### src/mbbt_pkg.sv
// ----------------------------------------------------------------------------
// mbbt_pkg
// Types and constants shared by the bar/beat/tick timebase modules.
// ----------------------------------------------------------------------------
package mbbt_pkg;

  // Register indexes on the configuration port
  localparam logic [2:0] CFG_SAMPLE_RATE   = 3'd0;
  localparam logic [2:0] CFG_TEMPO_BPM     = 3'd1;
  localparam logic [2:0] CFG_TICKS_IN_BEAT = 3'd2;
  localparam logic [2:0] CFG_BEATS_IN_BAR  = 3'd3;

  // Register reset values
  localparam logic [17:0] RST_SAMPLE_RATE   = 18'd48000;
  localparam logic [9:0]  RST_TEMPO_BPM     = 10'd120;
  localparam logic [15:0] RST_TICKS_IN_BEAT = 16'd1920;
  localparam logic [5:0]  RST_BEATS_IN_BAR  = 6'd4;

  // Port widths
  localparam int IN_DATA_W  = 48;
  localparam int OUT_DATA_W = 96;
  localparam int CFG_IDX_W  = 3;
  localparam int CFG_DATA_W = 18;

  // Divider iterations, one quotient bit each
  localparam logic [6:0] DIV_STEPS = 7'd64;

  typedef enum logic [3:0] {
    ST_IDLE, ST_MUL_A, ST_MUL_B, ST_DIV_TIME, ST_WAIT_TIME, ST_DIV_TICK,
    ST_WAIT_TICK, ST_DIV_BEAT, ST_WAIT_BEAT, ST_MUL_C, ST_MUL_D, ST_COMMIT
  } state_t;

  typedef enum logic [3:0] {
    OP_NONE, OP_LOAD, OP_MUL_A, OP_MUL_B, OP_DIV_TIME, OP_DIV_TICK,
    OP_DIV_BEAT, OP_MUL_C, OP_MUL_D, OP_COMMIT
  } op_t;

  typedef struct packed {
    op_t op;
  } cmd_t;

  typedef struct packed {
    logic div_busy;
  } status_t;

endpackage

### src/musical_bar_beat_tick_counter_top.sv
// Each item runs three 64-step divisions in the shared one-bit-per-cycle
//   divider; a new item is accepted only after the last result is committed.
// Reset: synchronous; registers return to 48000 Hz, 120 bpm, 1920 ticks,
//   4 beats, position bar 1 beat 1 tick 0, and the next item rebuilds.
// ----------------------------------------------------------------------------
// musical_bar_beat_tick_counter_top
// Bar/beat/tick transport timebase, one result per audio period.
// ----------------------------------------------------------------------------
module musical_bar_beat_tick_counter_top (
  input  logic                               clk,
  input  logic                               rst,
  input  logic                               s_tvalid,
  output logic                               s_tready,
  // [15:0] period_frames, [47:16] frame_position
  input  logic [mbbt_pkg::IN_DATA_W-1:0]     s_tdata,
  // [0] relocate
  input  logic                               s_tuser,
  output logic                               m_tvalid,
  input  logic                               m_tready,
  // [31:0] bar_number, [37:32] beat_number, [53:38] tick_number,
  // [93:54] bar_start
  output logic [mbbt_pkg::OUT_DATA_W-1:0]    m_tdata,
  input  logic                               cfg_valid,
  output logic                               cfg_ready,
  input  logic [mbbt_pkg::CFG_IDX_W-1:0]     cfg_index,
  input  logic [mbbt_pkg::CFG_DATA_W-1:0]    cfg_data
);
  import mbbt_pkg::*;

  cmd_t    cmd;
  status_t status;

  assign cfg_ready = 1'b1;

  mbbt_ctrl u_ctrl (
    .clk      (clk),
    .rst      (rst),
    .s_tvalid (s_tvalid),
    .s_tready (s_tready),
    .m_tvalid (m_tvalid),
    .m_tready (m_tready),
    .cmd      (cmd),
    .status   (status)
  );

  mbbt_dp u_dp (
    .clk       (clk),
    .rst       (rst),
    .s_tdata   (s_tdata),
    .s_tuser   (s_tuser),
    .cfg_we    (cfg_valid & cfg_ready),
    .cfg_index (cfg_index),
    .cfg_data  (cfg_data),
    .cmd       (cmd),
    .status    (status),
    .m_tdata   (m_tdata)
  );

endmodule

### src/mbbt_ctrl.sv
// ----------------------------------------------------------------------------
// mbbt_ctrl
// Sequencer: steps the datapath through multiply and divide operations.
// ----------------------------------------------------------------------------
module mbbt_ctrl (
  input  logic            clk,
  input  logic            rst,
  input  logic            s_tvalid,
  output logic            s_tready,
  output logic            m_tvalid,
  input  logic            m_tready,
  output mbbt_pkg::cmd_t  cmd,
  input  mbbt_pkg::status_t status
);
  import mbbt_pkg::*;

  state_t state, state_next;
  logic   out_free;

  assign out_free = !m_tvalid || m_tready;

  // State register and result valid flag
  always_ff @(posedge clk) begin
    if (rst) begin
      state    <= ST_IDLE;
      m_tvalid <= 1'b0;
    end else begin
      state <= state_next;
      if (state == ST_COMMIT && out_free) begin
        m_tvalid <= 1'b1;
      end else if (m_tready) begin
        m_tvalid <= 1'b0;
      end
    end
  end

  // Next state
  always_comb begin
    state_next = state;
    case (state)
      ST_IDLE:      if (s_tvalid) state_next = ST_MUL_A;
      ST_MUL_A:     state_next = ST_MUL_B;
      ST_MUL_B:     state_next = ST_DIV_TIME;
      ST_DIV_TIME:  state_next = ST_WAIT_TIME;
      ST_WAIT_TIME: if (!status.div_busy) state_next = ST_DIV_TICK;
      ST_DIV_TICK:  state_next = ST_WAIT_TICK;
      ST_WAIT_TICK: if (!status.div_busy) state_next = ST_DIV_BEAT;
      ST_DIV_BEAT:  state_next = ST_WAIT_BEAT;
      ST_WAIT_BEAT: if (!status.div_busy) state_next = ST_MUL_C;
      ST_MUL_C:     state_next = ST_MUL_D;
      ST_MUL_D:     state_next = ST_COMMIT;
      ST_COMMIT:    if (out_free) state_next = ST_IDLE;
      default:      state_next = ST_IDLE;
    endcase
  end

  // Commands
  always_comb begin
    s_tready = 1'b0;
    cmd.op   = OP_NONE;
    case (state)
      ST_IDLE: begin
        s_tready = 1'b1;
        if (s_tvalid) cmd.op = OP_LOAD;
      end
      ST_MUL_A:    cmd.op = OP_MUL_A;
      ST_MUL_B:    cmd.op = OP_MUL_B;
      ST_DIV_TIME: cmd.op = OP_DIV_TIME;
      ST_DIV_TICK: cmd.op = OP_DIV_TICK;
      ST_DIV_BEAT: cmd.op = OP_DIV_BEAT;
      ST_MUL_C:    cmd.op = OP_MUL_C;
      ST_MUL_D:    cmd.op = OP_MUL_D;
      ST_COMMIT:   if (out_free) cmd.op = OP_COMMIT;
      default:     cmd.op = OP_NONE;
    endcase
  end

endmodule

### src/mbbt_dp.sv
// ----------------------------------------------------------------------------
// mbbt_dp
// Datapath: config registers, position state, 64x16 multiplier and a
// radix-2 restoring divider.
// ----------------------------------------------------------------------------
module mbbt_dp (
  input  logic                                 clk,
  input  logic                                 rst,
  input  logic [mbbt_pkg::IN_DATA_W-1:0]       s_tdata,
  input  logic                                 s_tuser,
  input  logic                                 cfg_we,
  input  logic [mbbt_pkg::CFG_IDX_W-1:0]       cfg_index,
  input  logic [mbbt_pkg::CFG_DATA_W-1:0]      cfg_data,
  input  mbbt_pkg::cmd_t                       cmd,
  output mbbt_pkg::status_t                    status,
  output logic [mbbt_pkg::OUT_DATA_W-1:0]      m_tdata
);
  import mbbt_pkg::*;

  // Configuration
  logic [17:0] sample_rate;
  logic [9:0]  tempo_bpm;
  logic [15:0] ticks_in_beat;
  logic [5:0]  beats_in_bar;
  logic        pending;

  // Position state
  logic [31:0] cur_bar;
  logic [5:0]  cur_beat;
  logic [15:0] cur_tick;
  logic [39:0] cur_bar_start;

  // Working registers
  logic        mode;       // 1: rebuild from frame position
  logic [63:0] acc;
  logic [63:0] dvd;        // dividend, then quotient
  logic [23:0] rem;
  logic [23:0] dsr;
  logic [6:0]  div_cnt;
  logic [15:0] tick_new;
  logic [5:0]  beat_m1;
  logic [31:0] bars;

  // Effective settings, zero treated as one
  logic [17:0] rate_eff;
  logic [15:0] tpb_eff;
  logic [5:0]  bpb_eff;
  logic [23:0] divisor;

  assign rate_eff = (sample_rate == '0) ? 18'd1 : sample_rate;
  assign tpb_eff  = (ticks_in_beat == '0) ? 16'd1 : ticks_in_beat;
  assign bpb_eff  = (beats_in_bar == '0) ? 6'd1 : beats_in_bar;
  // rate * 60 = rate * 64 - rate * 4
  assign divisor  = {rate_eff, 6'b0} - {4'b0, rate_eff, 2'b0};

  // Multiplier operand select
  logic [63:0] mul_a;
  logic [15:0] mul_b;
  logic [63:0] prod;

  always_comb begin
    mul_a = acc;
    mul_b = '0;
    case (cmd.op)
      OP_MUL_A: mul_b = mode ? {6'b0, tempo_bpm} : tpb_eff;
      OP_MUL_B: mul_b = mode ? tpb_eff : {6'b0, tempo_bpm};
      OP_MUL_C: begin
        mul_a = dvd;
        mul_b = {10'b0, bpb_eff};
      end
      OP_MUL_D: mul_b = tpb_eff;
      default:  mul_b = '0;
    endcase
  end

  assign prod = mul_a * {48'b0, mul_b};

  // One restoring divide step
  logic [24:0] trial;
  logic [24:0] diff;
  logic        q_bit;

  assign trial = {rem, dvd[63]};
  assign diff  = trial - {1'b0, dsr};
  assign q_bit = trial >= {1'b0, dsr};

  assign status.div_busy = (div_cnt != '0);

  assign m_tdata = {2'b0, cur_bar_start, cur_tick, cur_beat, cur_bar};

  always_ff @(posedge clk) begin
    if (rst) begin
      sample_rate   <= RST_SAMPLE_RATE;
      tempo_bpm     <= RST_TEMPO_BPM;
      ticks_in_beat <= RST_TICKS_IN_BEAT;
      beats_in_bar  <= RST_BEATS_IN_BAR;
      pending       <= 1'b1;
      cur_bar       <= 32'd1;
      cur_beat      <= 6'd1;
      cur_tick      <= '0;
      cur_bar_start <= '0;
      div_cnt       <= '0;
    end else begin
      // Divider iteration
      if (div_cnt != '0) begin
        rem     <= q_bit ? diff[23:0] : trial[23:0];
        dvd     <= {dvd[62:0], q_bit};
        div_cnt <= div_cnt - 7'd1;
      end

      case (cmd.op)
        OP_LOAD: begin
          mode    <= s_tuser | pending;
          acc     <= (s_tuser | pending) ? {32'b0, s_tdata[47:16]}
                                         : {48'b0, s_tdata[15:0]};
          pending <= 1'b0;
        end
        OP_MUL_A, OP_MUL_B, OP_MUL_D: acc <= prod;
        OP_DIV_TIME: begin
          dvd     <= acc;
          dsr     <= divisor;
          rem     <= '0;
          div_cnt <= DIV_STEPS;
        end
        OP_DIV_TICK: begin
          dvd     <= mode ? dvd : dvd + {48'b0, cur_tick};
          dsr     <= {8'b0, tpb_eff};
          rem     <= '0;
          div_cnt <= DIV_STEPS;
        end
        OP_DIV_BEAT: begin
          tick_new <= rem[15:0];
          dvd      <= mode ? dvd : dvd + {58'b0, 6'(cur_beat - 6'd1)};
          dsr      <= {18'b0, bpb_eff};
          rem      <= '0;
          div_cnt  <= DIV_STEPS;
        end
        OP_MUL_C: begin
          acc     <= prod;
          beat_m1 <= rem[5:0];
          bars    <= dvd[31:0];
        end
        OP_COMMIT: begin
          cur_beat <= beat_m1 + 6'd1;
          cur_tick <= tick_new;
          if (mode) begin
            cur_bar       <= bars + 32'd1;
            cur_bar_start <= acc[39:0];
          end else begin
            cur_bar       <= cur_bar + bars;
            cur_bar_start <= cur_bar_start + acc[39:0];
          end
        end
        default: ;
      endcase

      // Register writes; any listed register forces a rebuild
      if (cfg_we) begin
        case (cfg_index)
          CFG_SAMPLE_RATE: begin
            sample_rate <= cfg_data;
            pending     <= 1'b1;
          end
          CFG_TEMPO_BPM: begin
            tempo_bpm <= cfg_data[9:0];
            pending   <= 1'b1;
          end
          CFG_TICKS_IN_BEAT: begin
            ticks_in_beat <= cfg_data[15:0];
            pending       <= 1'b1;
          end
          CFG_BEATS_IN_BAR: begin
            beats_in_bar <= cfg_data[5:0];
            pending      <= 1'b1;
          end
          default: ;
        endcase
      end
    end
  end

endmodule

### config.mk
export PLATFORM = sky130hd
export DESIGN_NAME = musical_bar_beat_tick_counter_top
export DESIGN_NICKNAME = d
export VERILOG_FILES = /design/src/mbbt_pkg.sv /design/src/musical_bar_beat_tick_counter_top.sv /design/src/mbbt_ctrl.sv /design/src/mbbt_dp.sv
export SDC_FILE = /design/constraint.sdc
export NUM_CORES = 2
export LEC_CHECK = 0
export ABC_CLOCK_PERIOD_IN_PS = 10800
export BUFFER_PORTS_ARGS = -buffer_cell sky130_fd_sc_hd__buf_4
export CAP_MARGIN = 20
export CORE_MARGIN = 2
export CORE_UTILIZATION = 60
export CTS_CLUSTER_SIZE = 30
export DETAILED_ROUTE_END_ITERATION = 12
export PLACE_DENSITY = 0.8
export SLEW_MARGIN = 25
export SYNTH_ARGS = -nofsm -noshare
export SYNTH_HDL_FRONTEND = slang
export SYNTH_SLANG_ARGS = --single-unit
### constraint.sdc
create_clock -name clk -period 10.8 [get_ports clk]
set_clock_uncertainty 0.15 [all_clocks]
set_input_delay 1.62 -clock clk [delete_from_list [all_inputs] [get_ports clk]]
set_output_delay 1.62 -clock clk [all_outputs]
set_load 0.01 [all_outputs]
After elaboration in Yosys (flattened, before gate mapping)
Cells that the tools add are included.
{ "word_totals": {"register_bits": 388, "input_bits": 75, "out_inout_bits": 99} }
{ "op_classes": {"addsub": 10, "multipliers": 1, "n_lt_le_gt_ge": 1, "n_eq_ne": 30, "mux": 35, "bitwise": 2, "reduce_logical": 30} }
{ "op_table": {"columns": ["op", "n"], "rows": [
  ["$mux 64", 4],
  ["$pmux 64 s3", 1],
  ["$pmux 64 s2", 1],
  ["$pmux 24 s3", 1],
  ["$add 64x16->64", 1],
  ["$add 64x6->64", 1],
  ["$mul 64x16->64", 1],
  ["$mux 32", 2],
  ["$pmux 16 s4", 1],
  ["$mux 16", 3],
  ["$mux 24", 2],
  ["$pmux 4 s12", 1],
  ["$add 40x40->40", 1],
  ["$mux 40", 1],
  ["$pmux 4 s9", 1],
  ["$add 32x1->32 const B", 1],
  ["$add 32x32->32", 1],
  ["$eq 4x3->1 const B", 8],
  ["$ge 25x24->1", 1],
  ["$eq 4x4->1 const B", 6],
  ["$mux 4", 6],
  ["$sub 24x20->24", 1],
  ["$sub 24x24->24", 1],
  ["$reduce_and 2->1", 10],
  ["other kinds (31)", 52]
]} }

Longest topological paths before layout
{ "logic_depth": {"word_depth": 8, "mapped_depth": 34} }

Cells and area by module
From an unflattened synthesis, not the netlist that was laid out.
{ "hier_totals": {"cells_unflattened": 5926, "hier_area_um2": 50248.2} }
{ "modules_own_cells": {"columns": ["mod", "instances", "cells_per_inst", "area_per_inst_um2"], "rows": [
  ["mbbt_dp", 1, 5880, 49874.1],
  ["mbbt_ctrl", 1, 44, 362.8],
  ["musical_bar_beat_tick_counter_top", 1, 2, 11.3]
]} }

Least setup slack after synthesis
No wires, ideal clock.
{ "synth_timing": {"path_type": "in2reg", "startpoint": "input rst", "endpoint": "register u_dp.dvd[0], enable pin", "setup_time_ns": 0.583, "t_arrival_ns": 7.802, "required_time_ns": 10.067, "slack_ns": 2.265, "cell_stages": 3, "n_path_buf": 1, "path_cell_list": "clkbuf_1 -> a21oi_1 -> a21boi_0"} }
{ "synth_between": {"elab_chain_cells": 2} }
{ "synth_rtl": {"columns": ["element", "line_no", "rtl"], "rows": [
  ["start: declaration", "musical_bar_beat_tick_counter_top.sv:11", "input logic rst,"],
  ["$not 1->1 (no source line)", null, null],
  ["$reduce_and 4->1 (no source line)", null, null],
  ["end signal: assignment", "mbbt_dp.sv:107", "dvd <= {dvd[62:0], q_bit};"],
  ["end signal: assignment", "mbbt_dp.sv:126", "dvd <= mode ? dvd : dvd + {48'b0, cur_tick};"],
  ["end signal: assignment", "mbbt_dp.sv:133", "dvd <= mode ? dvd : dvd + {58'b0, 6'(cur_beat - 6'd1)};"],
  ["end: declaration", "mbbt_dp.sv:36", "logic [63:0] dvd;"]
]} }
Every way passes these cells.
A chain may end at the register's enable or synchronous reset.

Worst setup path in the final report
{ "layout_timing": {"startpoint": "register u_ctrl.state[0]", "endpoint": "register u_dp.acc[61] (data pin)"} }
{ "layout_between": {"elab_chain_cells": 6, "word_cells_on_any_way": 20, "classes_between": "mul: 1; eq/ne: 13; mux: 4; reduce/logical: 2"} }
{ "layout_rtl": {"columns": ["element", "line_no", "rtl"], "rows": [
  ["start: declaration", "mbbt_ctrl.sv:17", "state_t state, state_next;"],
  ["start signal: assignment", "mbbt_ctrl.sv:28", "state <= state_next;"],
  ["$eq 4x4->1, or another cell as far along", "mbbt_ctrl.sv:61", "case (state)"],
  ["$pmux 4 s9 *", "mbbt_ctrl.sv:61", null],
  ["$eq 4x4->1, or another cell as far along", "mbbt_dp.sv:64, mbbt_dp.sv:111", null],
  ["$pmux 16 s4 or $mux 64 (tied branches)", "mbbt_dp.sv:64", "case (cmd.op)"],
  ["$mul 64x16->64", "mbbt_dp.sv:76", "assign prod = mul_a * {48'b0, mul_b};"],
  ["$pmux 64 s2 *", "mbbt_dp.sv:111", "case (cmd.op)"],
  ["end signal: assignment", "mbbt_dp.sv:114", "acc <= (s_tuser | pending) ? {32'b0, s_tdata[47:16]}"],
  ["end signal: assignment", "mbbt_dp.sv:118", "OP_MUL_A, OP_MUL_B, OP_MUL_D: acc <= prod;"],
  ["end signal: assignment", "mbbt_dp.sv:139", "acc <= prod;"],
  ["end: declaration", "mbbt_dp.sv:35", "logic [63:0] acc;"]
]} }
Mark *: on every way between the ends. The rest lies on a longest branch, timed or not.

==> results_dict.tcl <==
set metrics [dict create \
    post_cts_buffers 0 \
    antenna_found_initial 1 \
    powerDensity_nw_per_um2 178 \
    ir_drop_mv 0.172 \
    die_w_um 294 \
    vias 42800 \
    slowest_delay_ns 0.87 \
    synthDistinctLibCells 93 \
    cts_buffers 46 \
    initial_utilization_pct 60.4 \
    clock-root-buffer "clkbuf_16" \
    routabilityCongestion 1.02 \
    ys_ff_latch 388 \
    slowest_stage "a22o_2" \
    rows 106 \
    status "finished clean" \
    cp_num_buf_inv 4 \
    design_area_um2 54400 \
    p_int_mw 5.00 \
    cts_resized 0 \
    cts_tree "yes" \
    post-dp-hpwl_um 121000 \
    ant_nets 0 \
    power.switching_mw 4.68 \
    grt_start_max_net_pins 101 \
    final_nets 7013 \
    yosysWarningCount 0 \
    required_ns 11.03 \
    fin_tns_setup_ns 0 \
    vias_per_cell 6.05 \
    min_path_type "reg -> reg" \
    ys_async_sr_fraction_pct 0 \
    crit_top_cell "fa_1" \
    dr.pass1.iters 6 \
    grt_usage_pct 36.6 \
    layout_common_cells "nand2_1 (1116), inv_1 (892), fa_1 (756), nor2_1 (605), a21oi_1 (271)" \
    cts_sinks 388 \
    htreeDepth 2 \
    p_sw_share_pct 48.4 \
    io_buffers 170 \
    power_frac_seq_pct 25.4 \
    worst_pin_slew_ns 1.10 \
    cp-start-kind "flop" \
    path_class "reg -> reg" \
    fin_crit_ns 10.16 \
    drc_errors 0 \
    slew_violations 0 \
    final.period_utilization_pct 94.1 \
    comb_power_share_pct 57.9 \
    clk_latency_ns 0.64 \
    clk_transition_reported_paths_ns 0.06 \
    drt_iter0_markers 4287 \
    ys.flop_type "edfxtp_1" \
    leakage_nw 24.5 \
    p_total_mw 9.68 \
    relSlewSlack_pct 26.9 \
    area_delta_synth_final_pct 7.89 \
    syn_inst 5935 \
    ys_seq_area_share_pct 20.0 \
    coreArea_um2 83400 \
    ctsHoldBuffers 0 \
    rsz0062_at_grt "no" \
    cp-end-kind "flop" \
    arrival_ns 10.39 \
    hold_ws_ns 0.315 \
    clock.fmax_ghz 0.0984 \
    overflow 0 \
    pre_cts_ws_ns 0.854 \
    finalHoldViolCount 0 \
    maxCapViolations 0 \
    dp_cells 6987 \
    drt-total-wl_um 156000 \
    fin_cells 7074 \
    wire_per_inst_um 22.0 \
    n_antenna_cell 0 \
    clock_power_share_pct 16.7 \
    fillers 6851 \
    crit_fanout 33 \
    grt_pass1_vias 43100 \
    layout-drive-gt1-share_pct 6.61 \
    critical_path.top_delay_family "adder cells" \
    synth_edf_count 231 \
    layout_commonest_cell "nand2_1" \
    io_pins 174 \
    final_util_pct 65.2 \
    die_y_um 294 \
    dieArea_um2 86300 \
    place_area_um2 52800 \
    setup_ws_ns 0.642 \
    grt_pass1_wl_um 243000 \
    setup_viol 0 \
    syn_avg_cell_area_um2 8.49 \
    syn_area_um2 50400 \
    clockBufferDepth 3 \
]
[power by group through the flow]
stage	combinational [mW]	clock, mW	sequential [mW]
3_3_place_gp	5.34	0	2.43
3_5_place_dp	5.47	0	2.44
4_1_cts	5.53	1.63	2.41
6_report	5.60	1.62	2.45
5_1_grt	6.26	1.69	2.46
2_1_floorplan	4.01	0	2.20
[registers in the layout (all words and copies together) (netlist names)]
register,flops
u_dp.acc,64
u_dp.dvd,64
u_dp.cur_bar_start,40
u_dp.bars,32
u_dp.cur_bar,32
u_dp.dsr,24
u_dp.rem,24
u_dp.sample_rate,18
u_dp.cur_tick,16
u_dp.tick_new,16
u_dp.ticks_in_beat,16
u_dp.tempo_bpm,10
u_dp.div_cnt,7
u_dp.beat_m1,6
u_dp.beats_in_bar,6
u_dp.cur_beat,6
u_ctrl.state,4
u_ctrl.m_tvalid,1
u_dp.mode,1
u_dp.pending,1
[Yosys cell counts, drive strengths merged (47+ instances only)]
library cell  number  area share [%]
nand2           1121             8.3
inv              892             6.6
fa               756              30
nor2             610             4.5
a21oi            276             2.8
clkbuf           266             2.0
edfxtp           231              14
ha               226             5.6
o21ai            186             1.8
dfxtp            157             6.2
xnor2            139             2.4
xor2              92             1.6
mux2i             89             1.8
a21o              87             1.3
nor2b             69            0.86
nand3             62            0.64
and2              55            0.68
nor3              51            0.54
a211oi            47            0.71
[worst reg2reg max path: cells and delay by family, from the launching register on]
family	cells	cell delay (ns)
flops	1	0.64
compound gates	9	3.17
fa+ha+maj	7	3.53
buf+inv	4	0.38
xor+xnor	1	0.14
simple gates	6	1.52
mux	1	0.39
[layer usage]
layer / global-route usage, % / share of wire, % / vias up
met5: 0 / 0.0071 / -
met4: 18.4 / 6.0 / 2
met3: 10.0 / 12 / 534
met2: 57.4 / 45 / 2485
met1: 46.8 / 37 / 20900
li1: - / - / 18900
[logic make-up (layout without fill, tap and decap cells)]
logic type                 after synthesis  count (layout)  synth area share [%]
xor gates and xnor gates               231             231                  4.01
AOI/OAI and AO/OA                      897             897                  11.4
muxes                                   93              93                  1.86
adders and majority gates              982             982                  35.6
and+or+nand+nor                       2159            2159                  18.2
other                                    2               3                0.0149
DFF                                    388             388                  20.0
buffers and inverters                 1183            1241                  8.85
[path summary, 6_finish.rpt]
| kind | from | endpoint | slack (ns) | cells after the start |
|---|---|---|---|---|
| worst max register to register | u_ctrl.state[0]$_SDFFE_PP0P_ | u_dp.acc[61]$_SDFFCE_PP0P_ | 0.64 | 28 |
| worst min register to register | u_dp.cur_bar[7]$_SDFFE_PP0N_ | u_dp.cur_bar[7]$_SDFFE_PP0N_ | 0.32 | 2 |
| worst max-delay path | u_ctrl.state[0]$_SDFFE_PP0P_ | u_dp.acc[61]$_SDFFCE_PP0P_ | 0.64 | 28 |
| worst min-delay path | u_dp.cur_bar[7]$_SDFFE_PP0N_ | u_dp.cur_bar[7]$_SDFFE_PP0N_ | 0.32 | 2 |
[final cells by class]
type | count | area [um^2] | share of cell area [%]
clock inverter | 16 | 208 | 0.382
inverter | 892 | 3350 | 6.16
sequential | 388 | 10100 | 18.5
tap | 1080 | 1350 | 2.49
clock buffer | 70 | 1360 | 2.51
multi-input combinational | 4365 | 36000 | 66.2
timing repair buffer | 263 | 2010 | 3.69
(Power assumes the default switching activity.)
